[src/sv/fcc_pkg.sv]
// Types, constants and codes shared by the cluster chain sequencer modules.
package fcc_pkg;

    localparam int TABLE_BYTES_DEF = 8192;

    localparam int SPC_W   = 8;
    localparam int LBA16_W = 16;
    localparam int LBA_W   = 20;
    localparam int CUR_W   = 17;
    localparam int SIC_W   = 7;
    localparam int CLU_W   = 12;
    localparam int IDX_W   = 13;
    localparam int BYTE_W  = 8;
    localparam int APB_AW  = 4;
    localparam int APB_DW  = 32;

    localparam logic [CUR_W-1:0] CHAIN_END = 17'h00FF8;
    localparam logic [SPC_W-1:0] SPC_MAX   = 8'd128;
    localparam int               ODD_SHIFT = 4;

    typedef enum logic [1:0] {
        REG_SPC        = 2'd0,
        REG_DATA_START = 2'd1,
        REG_ROOT_LBA   = 2'd2,
        REG_NONE       = 2'd3
    } t_reg;

    typedef enum logic [1:0] {
        CMD_LOAD      = 2'd0,
        CMD_OPEN_FILE = 2'd1,
        CMD_OPEN_ROOT = 2'd2,
        CMD_ADVANCE   = 2'd3
    } t_cmd;

    typedef enum logic [2:0] {
        S_IDLE,
        S_RD_LO,
        S_RD_HI,
        S_MUL,
        S_OUT
    } t_state;

    typedef struct packed {
        logic [SPC_W-1:0]   spc;
        logic [LBA16_W-1:0] data_start;
        logic [LBA16_W-1:0] root_lba;
    } t_cfg;

    typedef struct packed {
        logic              we;
        logic              re;
        logic [IDX_W-1:0]  waddr;
        logic [IDX_W-1:0]  raddr;
        logic [BYTE_W-1:0] wdata;
    } t_ram_req;

endpackage

[src/sv/fcc_regs.sv]
// APB configuration registers of the cluster chain sequencer.
module fcc_regs
    import fcc_pkg::*;
(
    input  logic              i_clk,
    input  logic              i_rst_n,
    input  logic              psel,
    input  logic              penable,
    input  logic              pwrite,
    input  logic [APB_AW-1:0] paddr,
    input  logic [APB_DW-1:0] pwdata,
    output logic [APB_DW-1:0] prdata,
    output logic              pready,
    output t_cfg              o_cfg
);

    t_cfg r_cfg;
    logic w_wr;
    t_reg w_reg;

    assign pready = 1'b1;
    assign w_wr   = psel && penable && pwrite;
    assign w_reg  = t_reg'(paddr[3:2]);
    assign o_cfg  = r_cfg;

    always_ff @(posedge i_clk) begin
        if (!i_rst_n) begin
            r_cfg.spc        <= SPC_W'(1);
            r_cfg.data_start <= '0;
            r_cfg.root_lba   <= '0;
        end else if (w_wr) begin
            case (w_reg)
                REG_SPC:        r_cfg.spc        <= pwdata[SPC_W-1:0];
                REG_DATA_START: r_cfg.data_start <= pwdata[LBA16_W-1:0];
                REG_ROOT_LBA:   r_cfg.root_lba   <= pwdata[LBA16_W-1:0];
                default: begin
                end
            endcase
        end
    end

    always_comb begin
        case (w_reg)
            REG_SPC:        prdata = APB_DW'(r_cfg.spc);
            REG_DATA_START: prdata = APB_DW'(r_cfg.data_start);
            REG_ROOT_LBA:   prdata = APB_DW'(r_cfg.root_lba);
            default:        prdata = '0;
        endcase
    end

endmodule

[config.mk]
export PLATFORM = sky130hd
export DESIGN_NAME = fcc_regs
export DESIGN_NICKNAME = d
export VERILOG_FILES = /design/src/sv/fcc_pkg.sv /design/src/sv/fcc_regs.sv
export SDC_FILE = /design/constraint.sdc
export NUM_CORES = 1
export LEC_CHECK = 0
export ABC_AREA = 1
export BUFFER_PORTS_ARGS = -buffer_cell sky130_fd_sc_hd__buf_2
export CAP_MARGIN = 10
export CORE_UTILIZATION = 40
export CTS_CLUSTER_DIAMETER = 80
export CTS_CLUSTER_SIZE = 24
export DETAILED_ROUTE_END_ITERATION = 10
export PLACE_DENSITY_LB_ADDON = 0.08
export SETUP_SLACK_MARGIN = 0.4
export SYNTH_ARGS = -nofsm -noshare
export SYNTH_HDL_FRONTEND = slang
export SYNTH_SLANG_ARGS = --single-unit
export TNS_END_PERCENT = 50
[constraint.sdc]
create_clock -name i_clk -period 0.9 [get_ports i_clk]
set_input_delay 0.18 -clock i_clk [delete_from_list [all_inputs] [get_ports i_clk]]
set_output_delay 0.18 -clock i_clk [all_outputs]
set_load 0.03 [all_outputs]
==> reports/qor.csv <==
stage,metric,value,unit
status,status,finished with violations,
status,violated checks,negative setup slack,
clock_tree,CTS Buffer Depth,2,
synthesis,Netlist Area Pre-Place,2090,sq um
timing,Final Hold Fails,0,
synthesis,Post-Synth Simple-Gate Area,0.455,
worst_hold_path,hold path depth,3,
timing,Tmin final,1.21,ns
setup_path,critical path depth,7,
clock_tree,cts-stage hold buffer count,0,
setup_path,CP Cell Sequence,"buf_12, buf_4, nor2_4, buf_12, nand2_1, nand3_4, buf_6",
setup_path,Worst setup SP type,input port,
die,Initial Utilization,0.429,
timing,FMAX,828,MHz
timing,Clock Skew,0,ns
cells_and_area,proportion of layout cells with a drive suffix above 1,0.545,
timing,"Slew Viols, Final",0,
setup_path,Required @ worst endpoint,0.72,ns
setup_path,WP buf/inv,4,
clock_tree,clock buffer count from CTS,5,
timing,Final Cycle Share,1.34,
setup_path,CP Max Fanout,13,
timing,setup violators final,79,
drt,1st-pass router iterations,4,
clock_tree,CTS sink count,40,
place,Setup WS pre-CTS,-0.418,ns
setup_path,WP data arrival,1.03,ns
die,die height,74.4,microns
clock_tree,worst skew pair latency,0.29,ns
synthesis,"count leader, synth",nand2_1,
synthesis,post-synth cell types,16,
die,die width,74.4,microns
power_and_ir_drop,Max IR drop VDD,0.698,mV
drt,Initial DRC Count,150,
setup_path,CP Class,input port to output port,
synthesis,Synth area leaders,"dfxtp_1 (38%), nand2_1 (16%), nor2_1 (14%)",
die,Top-Level Pins,114,
setup_path,family with the most delay on the worst path,buffers and inverters,
setup_path,Setup crit start,paddr[2],
synthesis,Yosys top cell by area,dfxtp_1,
clock_tree,CTS H-Tree Depth,2,
place,Port Buffers,78,
synthesis,Post-synth top cells,"nand2_1 (90), nor2_1 (80), nand3_1 (48)",
setup_path,CP dominant cell by count,buf_12,
drt,Routed WL,7.10,mm
place,placed inst area,2980,sq um
drt,WL per Instance,14.1,microns
clock_tree,clock-pin slew on the worst setup and hold paths,0.08,ns
place,routability cong.,0.779,
synthesis,top cell type's share of synthesized area,0.382,
cells_and_area,Layout Nets,475,
drt,vias per cell,4.83,
synthesis,mux share of post-synthesis cell area,0,
cells_and_area,area delta synth->final,92.4,%
global_routing,antenna violations before repair,0,
setup_path,"slowest stage cell, crit path",buf_12,
setup_path,R2R Path Start,o_cfg[32]$_SDFFE_PN1P_,
cells_and_area,Finished Cell Area,4030,sq um
cells_and_area,Final Util,0.826,
job,max-cap violations,0,
drt,post-route DRC violation count,0,
power_and_ir_drop,pwr dens,1030,nW/um^2
setup_path,Slowest Stage Delay on Critical Path,0.15,ns
setup_path,Reg2Reg Depth,5,
synthesis,Post-synth ARST share,0,
clock_tree,Root Driver,clkbuf_8,
synthesis,Syn. warnings,0,
synthesis,Post-Synth XOR/XNOR Area,0,
die,die area,5530,sq um
synthesis,mean post-synth cell area,6.50,sq um
power_and_ir_drop,Pleak,2.04,nW
synthesis,gate count of the mapped netlist,322,
worst_hold_path,Hold Path Origin,pwdata[0],
synthesis,post-synthesis adder-cell area fraction,0,
global_routing,largest net degree at the start of global routing,41,
synthesis,"Seq/Total Area, Yosys",0.382,
global_routing,Congestion Overflow GR,0,
cells_and_area,max reg flops,40,
drt,via count,2424,
cells_and_area,# diodes,0,
worst_hold_path,min-delay worst type,input port to flip-flop,
global_routing,GRT Util Overall,0.254,
drt,ANT nets after route,0,
global_routing,first-pass GRT wire length,10.3,mm
cells_and_area,filler instances,300,
die,Core ar.,4880,sq um
global_routing,vias in the first global route,2193,
synthesis,main combinational cell family by area after synthesis,simple AND/OR/NAND/NOR gates,
clock_tree,CTS tree,done,
synthesis,#FFs+latches synth,40,
synthesis,Post-synth EDFFs,0,
timing,RSZ-0062 raised after global routing,yes,
die,num rows,25,
synthesis,"Top FF cell, synth",dfxtp_1,
synthesis,Compound-Gate Fraction of Synth Area,0.00239,
place,HPWL after DPL,3.91,mm
timing,PnR worst setup slack,-0.307,ns
setup_path,Setup crit end kind,output port,
timing,Hold Slack,0.163,ns
timing repair:
| item | CTS | global route |
|---|---|---|
| gates cloned | 3 | 0 |
| pin swaps | 14 | 16 |
| setup endpoints to repair | 96 | 96 |
| resized for setup | 176 | 41 |
| setup buffers | 10 | 8 |
power breakdown:
| part | total [W] | switching [W] | internal, W |
|---|---|---|---|
| Combinational | 0.00109 | 0.000608 | 0.000481 |
| Clock | 0.00124 | 0.000613 | 0.000626 |
| Sequential | 0.00181 | 0.0000493 | 0.00176 |
| Total | 0.00414 | 0.00127 | 0.00287 |
stage by stage:
stage | std cells | setup TNS (ns) | power, W
2_1_floorplan | 337 | 0 | 0.00247
3_3_place_gp | 473 | -15.93 | 0.00265
3_5_place_dp | 473 | -17.57 | 0.00266
4_1_cts | 494 | -7.61 | 0.00411
5_1_grt | 502 | -11.53 | 0.00429
6_report | 502 | -9.07 | 0.00414
worst paths after layout:
| check | slack, ns | endpoint |
|---|---|---|
| worst max register to register | 0 | o_cfg[32]$_SDFFE_PN1P_ |
| worst min register to register | 0.50 | o_cfg[22]$_SDFFE_PN0P_ |
| worst min-delay path | 0.16 | o_cfg[32]$_SDFFE_PN1P_ |
| worst max-delay path | -0.31 | prdata[0] |
final cells by class:
type,count,area [sq um],share of cell area
timing repair buffer,124,1400,0.347
clock buffer,8,90.1,0.0224
tap,67,83.8,0.0208
inverter,19,88.8,0.0220
multi-input combinational,244,1470,0.364
sequential,40,903,0.224
logic make-up after synthesis:
logic type | count (synthesis)
compound gates | 1
simple gates | 226
other cells | 2
flops | 40
buf+inv | 53
cell usage in the layout, fill, tap and decap left out, drive strengths merged:
master and count:
buf 124, clkbuf 8, conb 17, dfxtp 40, inv 19, nand2 92
nand3 49, nor2 85, o21ai 1
layer usage:
metal | global-route usage | share of wire
met1 | 0.269 | 0.37
met2 | 0.474 | 0.55
met3 | 0.0650 | 0.053
met4 | 0.103 | 0.026
met5 | 0 | 0
worst reg2reg max path, cell delays in order (launching register included):
cell	delay [ns]
dfxtp_2	0.34
buf_6	0.12
buf_6	0.10
buf_6	0.10
o21ai_2	0.04
nand3_1	0.08
Power figures use the tool's default switching activity.
