**src/sv/fcc_pkg.sv**
```systemverilog
// Types, constants and codes shared by the cluster chain sequencer modules.
package fcc_pkg;

    localparam int TABLE_BYTES_DEF = 8192;

    localparam int SPC_W   = 8;
    localparam int LBA16_W = 16;
    localparam int LBA_W   = 20;
    localparam int CUR_W   = 17;
    localparam int SIC_W   = 7;
    localparam int CLU_W   = 12;
    localparam int IDX_W   = 13;
    localparam int BYTE_W  = 8;
    localparam int APB_AW  = 4;
    localparam int APB_DW  = 32;

    localparam logic [CUR_W-1:0] CHAIN_END = 17'h00FF8;
    localparam logic [SPC_W-1:0] SPC_MAX   = 8'd128;
    localparam int               ODD_SHIFT = 4;

    typedef enum logic [1:0] {
        REG_SPC        = 2'd0,
        REG_DATA_START = 2'd1,
        REG_ROOT_LBA   = 2'd2,
        REG_NONE       = 2'd3
    } t_reg;

    typedef enum logic [1:0] {
        CMD_LOAD      = 2'd0,
        CMD_OPEN_FILE = 2'd1,
        CMD_OPEN_ROOT = 2'd2,
        CMD_ADVANCE   = 2'd3
    } t_cmd;

    typedef enum logic [2:0] {
        S_IDLE,
        S_RD_LO,
        S_RD_HI,
        S_MUL,
        S_OUT
    } t_state;

    typedef struct packed {
        logic [SPC_W-1:0]   spc;
        logic [LBA16_W-1:0] data_start;
        logic [LBA16_W-1:0] root_lba;
    } t_cfg;

    typedef struct packed {
        logic              we;
        logic              re;
        logic [IDX_W-1:0]  waddr;
        logic [IDX_W-1:0]  raddr;
        logic [BYTE_W-1:0] wdata;
    } t_ram_req;

endpackage

```
**src/sv/fcc_seq.sv**
```systemverilog
// Command sequencer: cluster state, chain reads and sector address arithmetic.
module fcc_seq
    import fcc_pkg::*;
#(
    parameter int TABLE_BYTES = TABLE_BYTES_DEF
) (
    input  logic              i_clk,
    input  logic              i_rst_n,
    input  t_cfg              i_cfg,
    input  logic              start,
    output logic              busy,
    input  logic [1:0]        i_command,
    input  logic [IDX_W-1:0]  i_table_index,
    input  logic [BYTE_W-1:0] i_table_byte,
    input  logic [CLU_W-1:0]  i_start_cluster,
    output t_ram_req          o_ram_req,
    input  logic [BYTE_W-1:0] i_rd_data,
    output logic              o_strobe,
    output logic [LBA_W-1:0]  o_sector_lba,
    output logic              o_end_of_chain
);

    localparam logic [IDX_W:0] LIMIT = (IDX_W+1)'(TABLE_BYTES);

    t_state             r_state, n_state;
    logic [CUR_W-1:0]   r_cur, n_cur;
    logic [SIC_W-1:0]   r_sic, n_sic;
    logic               r_root, n_root;
    logic               r_load, n_load;
    logic [BYTE_W-1:0]  r_lo, n_lo;
    logic [LBA_W-1:0]   r_prod, n_prod;
    logic               r_strobe, n_strobe;
    logic [LBA_W-1:0]   r_lba, n_lba;
    logic               r_eoc, n_eoc;

    logic [SPC_W-1:0]   w_spc;
    logic [SPC_W-1:0]   w_next_sic;
    logic [IDX_W:0]     w_c3;
    logic [IDX_W-1:0]   w_idx_lo;
    logic [IDX_W-1:0]   w_idx_hi;
    logic               w_lo_ok;
    logic               w_hi_ok;
    logic               w_load_ok;
    logic [BYTE_W-1:0]  w_hi;
    logic [15:0]        w_word;
    logic [CLU_W-1:0]   w_next_clu;
    logic [LBA_W-1:0]   w_base;
    logic [LBA_W+SPC_W-1:0] w_prod_full;

    always_comb begin
        if (i_cfg.spc == '0) begin
            w_spc = SPC_W'(1);
        end else if (i_cfg.spc > SPC_MAX) begin
            w_spc = SPC_MAX;
        end else begin
            w_spc = i_cfg.spc;
        end
    end

    assign w_next_sic  = SPC_W'(r_sic) + SPC_W'(1);
    assign w_c3        = (IDX_W+1)'(r_cur[CLU_W-1:0]) + {(IDX_W+1)'(r_cur[CLU_W-1:0]) << 1};
    assign w_idx_lo    = w_c3[IDX_W:1];
    assign w_idx_hi    = w_idx_lo + IDX_W'(1);
    assign w_lo_ok     = {1'b0, w_idx_lo} < LIMIT;
    assign w_hi_ok     = {1'b0, w_idx_hi} < LIMIT;
    assign w_load_ok   = {1'b0, i_table_index} < LIMIT;
    assign w_hi        = w_hi_ok ? i_rd_data : '0;
    assign w_word      = {w_hi, r_lo};
    assign w_next_clu  = r_cur[0] ? w_word[ODD_SHIFT +: CLU_W] : w_word[CLU_W-1:0];
    assign w_base      = LBA_W'(r_cur) - LBA_W'(2);
    assign w_prod_full = (LBA_W+SPC_W)'(w_base) * (LBA_W+SPC_W)'(w_spc);

    assign busy           = (r_state != S_IDLE);
    assign o_strobe       = r_strobe;
    assign o_sector_lba   = r_lba;
    assign o_end_of_chain = r_eoc;

    always_ff @(posedge i_clk) begin
        if (!i_rst_n) begin
            r_state  <= S_IDLE;
            r_cur    <= '0;
            r_sic    <= '0;
            r_root   <= 1'b0;
            r_load   <= 1'b0;
            r_strobe <= 1'b0;
        end else begin
            r_state  <= n_state;
            r_cur    <= n_cur;
            r_sic    <= n_sic;
            r_root   <= n_root;
            r_load   <= n_load;
            r_strobe <= n_strobe;
        end
    end

    always_ff @(posedge i_clk) begin
        r_lo   <= n_lo;
        r_prod <= n_prod;
        r_lba  <= n_lba;
        r_eoc  <= n_eoc;
    end

    always_comb begin
        n_state   = r_state;
        n_cur     = r_cur;
        n_sic     = r_sic;
        n_root    = r_root;
        n_load    = r_load;
        n_lo      = r_lo;
        n_prod    = r_prod;
        n_strobe  = 1'b0;
        n_lba     = r_lba;
        n_eoc     = r_eoc;
        o_ram_req = '{we: 1'b0, re: 1'b0, waddr: i_table_index,
                      raddr: w_idx_lo, wdata: i_table_byte};

        case (r_state)
            S_IDLE: begin
                if (start) begin
                    n_state = S_MUL;
                    n_load  = 1'b0;
                    case (t_cmd'(i_command))
                        CMD_LOAD: begin
                            n_load       = 1'b1;
                            o_ram_req.we = w_load_ok;
                        end
                        CMD_OPEN_FILE: begin
                            n_root = 1'b0;
                            n_cur  = CUR_W'(i_start_cluster);
                            n_sic  = '0;
                        end
                        CMD_OPEN_ROOT: begin
                            n_root = 1'b1;
                            n_cur  = CUR_W'(i_cfg.root_lba);
                            n_sic  = '0;
                        end
                        CMD_ADVANCE: begin
                            if (r_root) begin
                                n_cur = r_cur + CUR_W'(1);
                            end else if (r_cur < CHAIN_END) begin
                                if (w_next_sic >= w_spc) begin
                                    n_sic        = '0;
                                    o_ram_req.re = 1'b1;
                                    n_state      = S_RD_LO;
                                end else begin
                                    n_sic = w_next_sic[SIC_W-1:0];
                                end
                            end
                        end
                        default: begin
                        end
                    endcase
                end
            end
            S_RD_LO: begin
                n_lo            = w_lo_ok ? i_rd_data : '0;
                o_ram_req.re    = 1'b1;
                o_ram_req.raddr = w_idx_hi;
                n_state         = S_RD_HI;
            end
            S_RD_HI: begin
                n_cur   = CUR_W'(w_next_clu);
                n_state = S_MUL;
            end
            S_MUL: begin
                n_prod  = w_prod_full[LBA_W-1:0];
                n_state = S_OUT;
            end
            S_OUT: begin
                n_strobe = 1'b1;
                n_state  = S_IDLE;
                if (r_load) begin
                    n_lba = '0;
                    n_eoc = 1'b0;
                end else if (r_root) begin
                    n_lba = LBA_W'(r_cur);
                    n_eoc = 1'b0;
                end else if (r_cur >= CHAIN_END) begin
                    n_lba = '0;
                    n_eoc = 1'b1;
                end else begin
                    n_lba = r_prod + LBA_W'(i_cfg.data_start) + LBA_W'(r_sic);
                    n_eoc = 1'b0;
                end
            end
            default: begin
                n_state = S_IDLE;
            end
        endcase
    end

endmodule

```
**config.mk**
```make
export PLATFORM = sky130hd
export DESIGN_NAME = fcc_seq
export DESIGN_NICKNAME = d
export VERILOG_FILES = /design/src/sv/fcc_pkg.sv /design/src/sv/fcc_seq.sv
export SDC_FILE = /design/constraint.sdc
export NUM_CORES = 1
export LEC_CHECK = 0
export ABC_AREA = 1
export BUFFER_PORTS_ARGS = -buffer_cell sky130_fd_sc_hd__clkbuf_2
export CAP_MARGIN = 0
export CORE_ASPECT_RATIO = 1.4
export CORE_MARGIN = 8
export CORE_UTILIZATION = 50
export CTS_BUF_LIST = sky130_fd_sc_hd__clkbuf_4
export DETAILED_ROUTE_END_ITERATION = 10
export MAX_ROUTING_LAYER = met4
export PLACE_DENSITY_LB_ADDON = 0.12
export SLEW_MARGIN = 40
export SYNTH_ARGS = -nofsm -noshare
export SYNTH_HDL_FRONTEND = slang
export SYNTH_SLANG_ARGS = --single-unit
```
**constraint.sdc**
```tcl
create_clock -name i_clk -period 8.1 [get_ports i_clk]
set_input_delay 1.215 -clock i_clk [delete_from_list [all_inputs] [get_ports i_clk]]
set_output_delay 1.215 -clock i_clk [all_outputs]
set_load 0.02 [all_outputs]
```
==> flow_summary.toml, run 1 <==
[clock_tree]
cts_resized = 0
clkSlewWorstSetupHoldPaths_ns = 0.16
cts_buffers = 9
cts_buffer_depth = 2
clockRootBuffer = "clkbuf_4"
cts_tree = "yes"
clkLatencyLatePin_ns = 0.49
cts-htree-levels = 3
cts_sinks = 79
cts_hold_buf = 0
postCtsSetupRepairBufs = 0

[route]
vias = 9282
wl_um = 30800
drt_iter0_drc = 632
wl_per_cell_um = 18.0
drc = 0
via_per_inst = 5.43
ant_nets = 0
firstDrtPassIters = 5

[logic_synthesis]
synth_area_um2 = 10200
yosysUniqueCellTypes = 50
synth_area_per_cell_um2 = 7.45
synth_compound_area_share_pct = 11.2
synthArstFlopShare_pct = 0
synth_adder_area_share_pct = 29.8
synth_edf_count = 49
synthCells = 1374
ys.flop_type = "edfxtp_1"
synth_mux_area_share_pct = 0.0978
synth_top_area_cell = "fa_1"
ys_warn_count = 0
synthTopCellsByArea = "fa_1 18%, edfxtp_1 14%, ha_1 12%"
syn-num-nets = 1648
synth_top_family_by_area = "adder cells"
synth_xor_area_share_pct = 4.44
yosysSeqAreaShare_pct = 20.2
synth_seq_cells = 79
yosys.area_share.simple_pct = 22.9
yosys.area.top_type_share_pct = 18.2

[pwr]
pwr-share-clk_pct = 5.2
total_power_mw = 4.45
p_comb_share_pct = 79.5
p_seq_share_pct = 15.3
p_int_mw = 1.94
p_sw_share_pct = 56.3
leakagePower_nw = 5.46
switchingPower_mw = 2.51
irDropWorstVdd_mv = 0.530
powerDensity_nw_per_um2 = 404

[final_layout]
area_delta_synth_final_pct = 7.61
layout-drive-gt1-share_pct = 10.6
n_fill_cell = 2026
layout.nets = 1721
final_util_pct = 54.2

[sta]
slew_viol_final = 0
max_freq_ghz = 0.163
layout_setup_ws_ns = 1.95
clock_skew_ns = 0.0250
tns_ns = 0
finalSetupViolations = 0
fin_crit_ns = 6.15
rsz0062_at_grt = "false"
slew_headroom_pct = 42.3
timing.final.hold_violations = 0
min_period_over_period_pct = 75.9
worst_slew_pin_slew_ns = 0.859

[floorplanning]
dieArea_um2 = 25400
die_y_um = 185
die_x_um = 137
num_io_pins = 145
start_util_pct = 50.3
rows = 62
core-area_um2 = 20300

[grt]
overflow = 0
grt_max_degree = 22
grt_pass1_vias = 9272
track_usage_pct = 25.8
antenna_found_initial = 1
grt_pass1_wl_um = 49300

[placement]
io_buffers = 102
globalplace.congestion = 0.946
pre_cts_ws_ns = 1.52
dp_hpwl_um = 25100

[critical_path]
rrSetupSlack_ns = 1.95
criticalPathCategory = "reg -> reg"
cp_max_fo = 12
critPathRequiredTime_ns = 8.40
start_kind = "flip-flop"
critPathArrivalTime_ns = 6.45
end_kind = "flip-flop"

[job]
drv_cap = 0

[worst_hold_path]
hold_class = "reg -> reg"

[outcome]
status = "finished clean"
-- layer usage --
metal	GRT usage [%]	vias up	wire length [µm]	share of wire [%]
li1	-	4522	-	-
met4	12.9	0	1510	4.9
met2	44.1	291	15500	50
met1	29.3	4394	12000	39
met5	-	-	0	0
met3	2.82	75	1810	5.9
-- kinds of logic after synthesis --
kind of cell,count (synthesis)
AO/OA/AOI/OAI,206
adder cells (fa/ha/maj),188
multiplexers,1
buffers and inverters,286
flip-flops,79
XOR/XNOR,51
AND/OR/NAND/NOR,563
-- sequential cells by signal (all words and copies together), names as in the netlist --
register	cells
o_strobe	1
o_sector_lba	20
r_prod	20
r_load	1
o_end_of_chain	1
r_state	3
r_lo	8
r_root	1
r_cur	17
r_sic	7
-- layout make-up --
class                           count  area (µm²)  area share, %
Multi-Input combinational cell   1009        7030           63.8
Clock buffer                        9        67.6          0.614
Clock inverter                      7        55.1          0.500
Inverter                          238         893           8.11
Antenna cell                        1        2.50         0.0227
Tap cell                          256         320           2.91
Sequential cell                    79        2070           18.8
Timing Repair Buffer              110         571           5.18
-- critical path, stage by stage (launching register included) --
cell	delay [ns]
dfxtp_1	0.65
inv_1	0.24
ha_1	0.29
xnor2_1	0.68
nor2_1	0.17
fa_1	0.57
inv_1	0.05
fa_1	0.49
inv_1	0.07
fa_1	0.54
inv_1	0.06
fa_1	0.54
inv_1	0.04
ha_1	0.35
a21oi_1	0.09
o21bai_1	0.32
nand2_1	0.09
nand2_1	0.14
nand2_1	0.06
nand2_1	0.09
nand2_1	0.06
nand2_1	0.09
xor2_1	0.26
-- cells in the final DEF (no fill, tap or decap), drive strengths merged, types with 7 or more instances in the layout --
cell type  synthesis  final
o21ai             69     69
nor2             208    208
clkbuf            19    111
a31oi              7      7
edfxtp            49     49
ha                95     95
dfxtp             30     30
xor2              37     37
inv              236    239
fa                93     93
buf               29      8
nand3             87     87
a21oi             94     94
nand4             12     12
nand2            232    232
xnor2             14     14
nor3              14     14
-- cell usage after synthesis (5+ instances only) --
cell type,n
dfxtp_1,30
ha_1,95
inv_2,8
xor2_1,36
inv_1,228
nand4_1,12
clkbuf_1,19
nand2_2,5
a211oi_1,5
nor2_2,5
o21ai_1,5
nor3_1,13
buf_2,5
fa_1,93
nor2_1,202
a22oi_1,6
xnor2_1,14
a31oi_1,7
o21ai_0,64
edfxtp_1,49
a21oi_1,94
nand2_1,227
buf_4,21
nand3_1,87
o21bai_1,6
-- power groups by stage --
stage	clock, mW	sequential (mW)	combinational, mW
after floorplan	0	0.669	2.64
after global placement	0	0.689	3.52
after detailed placement	0	0.690	3.53
after CTS	0.234	0.680	3.56
after global routing	0.256	0.687	4.04
final	0.230	0.680	3.54
-- through the flow --
stage / area [µm²] / hold WS (ns) / cells
after floorplan: 10200 / 0.466 / 1374
after global placement: 10900 / 0.509 / 1692
after detailed placement: 10900 / 0.513 / 1692
after CTS: 11000 / 0.534 / 1708
after global routing: 11000 / 0.580 / 1709
final: 11000 / 0.547 / 1709
-- worst paths after layout --
| path | cells after the start | start | to |
|---|---|---|---|
| setup / recovery | 22 | r_cur[1] | r_prod[15] |
| hold reg to reg | 2 | r_cur[16] | r_cur[16] |
| setup reg to reg | 22 | r_cur[1] | r_prod[15] |
| hold / removal | 2 | r_cur[16] | r_cur[16] |
Power figures use the tool's default switching activity.
==> run 2, diff against run 1 <==
- clock period: 8.1 -> 4.9 ns (I/O delays scaled with it)
==> flow_summary.toml, run 2 (synthesis gave the netlist of run 1 again) <==
[placement]
dp_hpwl_um = 26200
pre_cts_ws_ns = -0.446
io_buffers = 102
globalplace.congestion = 0.994
dpl.cell_count = 1828
place_area_um2 = 12200

[sta]
slew_headroom_pct = 54.2
min_period_over_period_pct = 103
clock_skew_ns = 0.0165
finalSetupViolations = 7
slew_viol_final = 0
worst_slew_pin_slew_ns = 0.684
timing.final.hold_violations = 0
rsz0062_at_grt = "true"
layout_setup_ws_ns = -0.148
max_freq_ghz = 0.198
tns_ns = -0.554
fin_crit_ns = 5.05

[pwr]
p_int_mw = 5.61
p_comb_share_pct = 86.0
irDropWorstVdd_mv = 2.31
switchingPower_mw = 5.38
p_sw_share_pct = 49.0
powerDensity_nw_per_um2 = 843
pwr-share-clk_pct = 4.0
p_seq_share_pct = 10.0
leakagePower_nw = 6.34

[outcome]
status = "finished with violations"
violations = "setup timing"

[job]
drv_cap = 0

[floorplanning]
num_io_pins = 145
core-area_um2 = 20300
dieArea_um2 = 25400
die_y_um = 185
start_util_pct = 50.3
rows = 62
die_x_um = 137

[route]
drc = 0
wl_per_cell_um = 17.2
via_per_inst = 5.33
vias = 9948
ant_nets = 0
firstDrtPassIters = 5
wl_um = 32200
drt_iter0_drc = 625

[final_layout]
final_cell_mix = "209 x nand2_1, 203 x inv_1, 177 x nor2_1, 151 x buf_4, 102 x clkbuf_2"
multi_input_area_um2 = 7680
layout.nets = 1879
stdcell_area_um2 = 13000
n_fill_cell = 1856
layout-drive-gt1-share_pct = 27.3
regArea_um2 = 2080
fin_cells = 1867
area_delta_synth_final_pct = 27.4
layout_commonest_cell = "nand2_1"

[worst_hold_path]
hp-start = "i_rd_data[5]"
hold_class = "in -> reg"

[critical_path]
critical-path-top-delay-family = "adder cells"
cp_slowest_stage_delay_ns = 0.56
critPathRequiredTime_ns = 5.13
rr_startpoint = "r_cur[2]"
criticalPathCategory = "reg -> reg"
end_kind = "flip-flop"
crit_slowest_cell = "fa_1"
startpoint = "r_cur[2]"
critPathArrivalTime_ns = 5.28
start_kind = "flip-flop"
path_buf_inv = 8
cp_max_fo = 5

[grt]
grt_max_degree = 22
overflow = 0
antenna_found_initial = 1
grt_pass1_vias = 10200
track_usage_pct = 26.6
grt_pass1_wl_um = 51200

[clock_tree]
clkLatencyLatePin_ns = 0.47
cts_tree = "yes"
cts-htree-levels = 3
clkSlewWorstSetupHoldPaths_ns = 0.15
cts_buffers = 9
cts_buffer_depth = 2
clockRootBuffer = "clkbuf_4"
cts_sinks = 79
-- run 2: cell count changes in the layout (fill, tap and decap cells not counted), moves of 12 or more --
cell     before  now
a21oi_1      94   81
buf_4         8  151
ha_1         94   76
ha_4          0   17
inv_1       228  203
inv_2         8   23
nand2_1     227  209
nand2_2       5   17
nor2_1      202  177
nor2_2        5   21
-- run 2: repair_timing --
item	CTS	global route
pin swaps	65	51
hold buffers	0	0
hold endpoints to repair	0	0
setup endpoints to repair	10	11
setup buffers	10	13
resized for setup	68	63
-- run 2: final cells by class --
class                      count  share of cell area [%]
antenna                        1                  0.0192
clock buffer                   9                   0.518
clock inverter                 7                   0.614
inverter                     238                    7.07
multi-input combinational   1009                    59.0
sequential                    79                    16.0
tap                          256                    2.46
timing repair buffer         268                    14.4
-- run 2: layer usage --
| layer | wire length, µm | track usage, % | share of wire [%] | vias up |
|---|---|---|---|---|
| met2 | 16400 | 46.9 | 51 | 366 |
| li1 | - | - | - | 4840 |
| met1 | 12200 | 28.3 | 38 | 4646 |
| met4 | 1750 | 13.9 | 5.5 | 0 |
| met5 | 0 | - | 0 | - |
| met3 | 1800 | 3.50 | 5.6 | 96 |
-- run 2: worst paths after layout --
| check | cells after the start | slack, ns | to |
|---|---|---|---|
| setup / recovery | 25 | -0.15 | r_prod[14] |
| hold / removal | 1 | 0.46 | r_lo[5] |
| setup reg to reg | 25 | -0.15 | r_prod[14] |
| hold reg to reg | 2 | 0.52 | r_cur[16] |
-- run 2: power by group through the flow --
| stage | logic (mW) | registers, mW | clock network [mW] |
|---|---|---|---|
| finish | 9.45 | 1.10 | 0.437 |
| global route | 10.4 | 1.11 | 0.474 |
| CTS | 8.71 | 1.09 | 0.446 |
| detailed placement | 7.98 | 1.10 | 0 |
| global placement | 7.88 | 1.10 | 0 |
| floorplan | 4.99 | 1.11 | 0 |
-- run 2: per-stage QoR --
stage / total power, mW / utilization [%] / hold slack [ns]
2_1_floorplan: 6.10 / - / 0.466
3_3_place_gp: 8.99 / 60.2 / 0.502
3_5_place_dp: 9.09 / 60.2 / 0.498
4_1_cts: 10.3 / 62.2 / 0.435
5_1_grt: 12.0 / 64.1 / 0.427
6_report: 11.0 / 64.1 / 0.457
==> run 3, diff against run 2 <==
- SKIP_LAST_GASP: not set -> 1
==> flow_summary.toml, run 3 (synthesis gave the netlist of run 1 again) <==
[final_layout]
stdcell_area_um2 = 13000
final_util_pct = 64.1
final_cell_mix = "209 x nand2_1, 203 x inv_1, 177 x nor2_1, 151 x buf_4, 102 x clkbuf_2"
regArea_um2 = 2080
area_delta_synth_final_pct = 27.4
multi_input_area_um2 = 7680
layout_commonest_cell = "nand2_1"
layout-drive-gt1-share_pct = 27.2
n_fill_cell = 1855
layout.nets = 1879

[route]
vias = 9956
wl_per_cell_um = 17.2
drt_iter0_drc = 565
drc = 0
ant_nets = 0
wl_um = 32200
via_per_inst = 5.33
firstDrtPassIters = 6

[critical_path]
end_kind = "flip-flop"
critPathArrivalTime_ns = 5.28
criticalPathCategory = "reg -> reg"
cp_max_fo = 5
start_kind = "flip-flop"
critPathRequiredTime_ns = 5.13

[placement]
globalplace.congestion = 0.994
io_buffers = 102
pre_cts_ws_ns = -0.446
place_area_um2 = 12200
dp_hpwl_um = 26200

[sta]
timing.final.hold_violations = 0
max_freq_ghz = 0.198
layout_setup_ws_ns = -0.151
tns_ns = -0.552
slew_headroom_pct = 54.2
worst_slew_pin_slew_ns = 0.685
min_period_over_period_pct = 103
clock_skew_ns = 0.0169
slew_viol_final = 0
hold-worst-slack_ns = 0.458
fin_crit_ns = 5.05
rsz0062_at_grt = "true"
finalSetupViolations = 6

[clock_tree]
cts_sinks = 79
cts_buffers = 9
cts_buffer_depth = 2
cts_tree = "yes"
clockRootBuffer = "clkbuf_4"
cts-htree-levels = 3
clkLatencyLatePin_ns = 0.47
clkSlewWorstSetupHoldPaths_ns = 0.15

[grt]
overflow = 0
grt_pass1_wl_um = 51200
track_usage_pct = 26.6
antenna_found_initial = 1
grt_pass1_vias = 10200
grt_max_degree = 22

[floorplanning]
start_util_pct = 50.3
num_io_pins = 145
dieArea_um2 = 25400
die_y_um = 185
die_x_um = 137
rows = 62
core-area_um2 = 20300

[pwr]
powerDensity_nw_per_um2 = 843
leakagePower_nw = 6.34
irDropWorstVdd_mv = 2.31

[worst_hold_path]
hold_class = "in -> reg"

[outcome]
status = "finished with violations"
violations = "setup timing"

[job]
drv_cap = 0
## run 3: where the power goes
part | total, mW | switching [mW] | internal, mW
sequential | 1.10 | 0.0607 | 1.04
clock | 0.438 | 0.277 | 0.162
combinational | 9.45 | 5.05 | 4.41
## run 3: worst max-delay path: stages, from the launching register on
cell,delay [ns]
dfxtp_2,0.37
clkinv_4,0.08
ha_4,0.15
inv_4,0.04
nand2_4,0.08
nand2_8,0.07
a21oi_4,0.21
buf_6,0.13
a21oi_4,0.05
nor2_4,0.23
buf_6,0.14
nor2_2,0.04
fa_1,0.56
fa_2,0.45
fa_1,0.50
inv_1,0.05
fa_1,0.50
inv_2,0.05
ha_4,0.27
a21oi_4,0.12
o21ai_2,0.08
a21oi_2,0.10
nand2_1,0.09
buf_4,0.14
buf_4,0.12
xor2_1,0.16
## run 3: per-stage QoR
stage,power (mW),cells
floorplan,6.10,1374
global placement,8.99,1828
detailed placement,9.09,1828
CTS,10.3,1853
global route,12.0,1867
finish,11.0,1868
## run 3: routing by layer
| layer | GRT usage (%) | wire length, µm |
|---|---|---|
| met5 | - | 0 |
| met3 | 3.50 | 1700 |
| met2 | 46.9 | 16300 |
| met1 | 28.3 | 12300 |
| met4 | 13.9 | 1860 |
## run 3: final cells by class
cell class,count,share of cell area [%]
repair buffers,268,14.4
well taps,256,2.46
clock buffers,9,0.518
diodes,2,0.0384
inverters,238,7.07
multi-input cells,1009,58.9
flip-flops and latches,79,16.0
clock inverters,7,0.614
## run 3: path summary, 6_finish.rpt
kind / startpoint / end / depth (start not counted) / slack, ns
hold / removal: i_rd_data[5] / r_lo[5] / 1 / 0.46
setup / recovery: r_cur[2] / r_prod[14] / 25 / -0.15
setup reg to reg: r_cur[2] / r_prod[14] / 25 / -0.15
hold reg to reg: r_cur[16] / r_cur[16] / 2 / 0.52
## run 3: what timing repair did
action | CTS | global route
hold endpoints to repair | 0 | 0
setup buffers | 10 | 13
hold buffers | 0 | 0
pin swaps | 65 | 51
gates cloned | 0 | 0
setup endpoints to repair | 10 | 11
resized for setup | 68 | 62
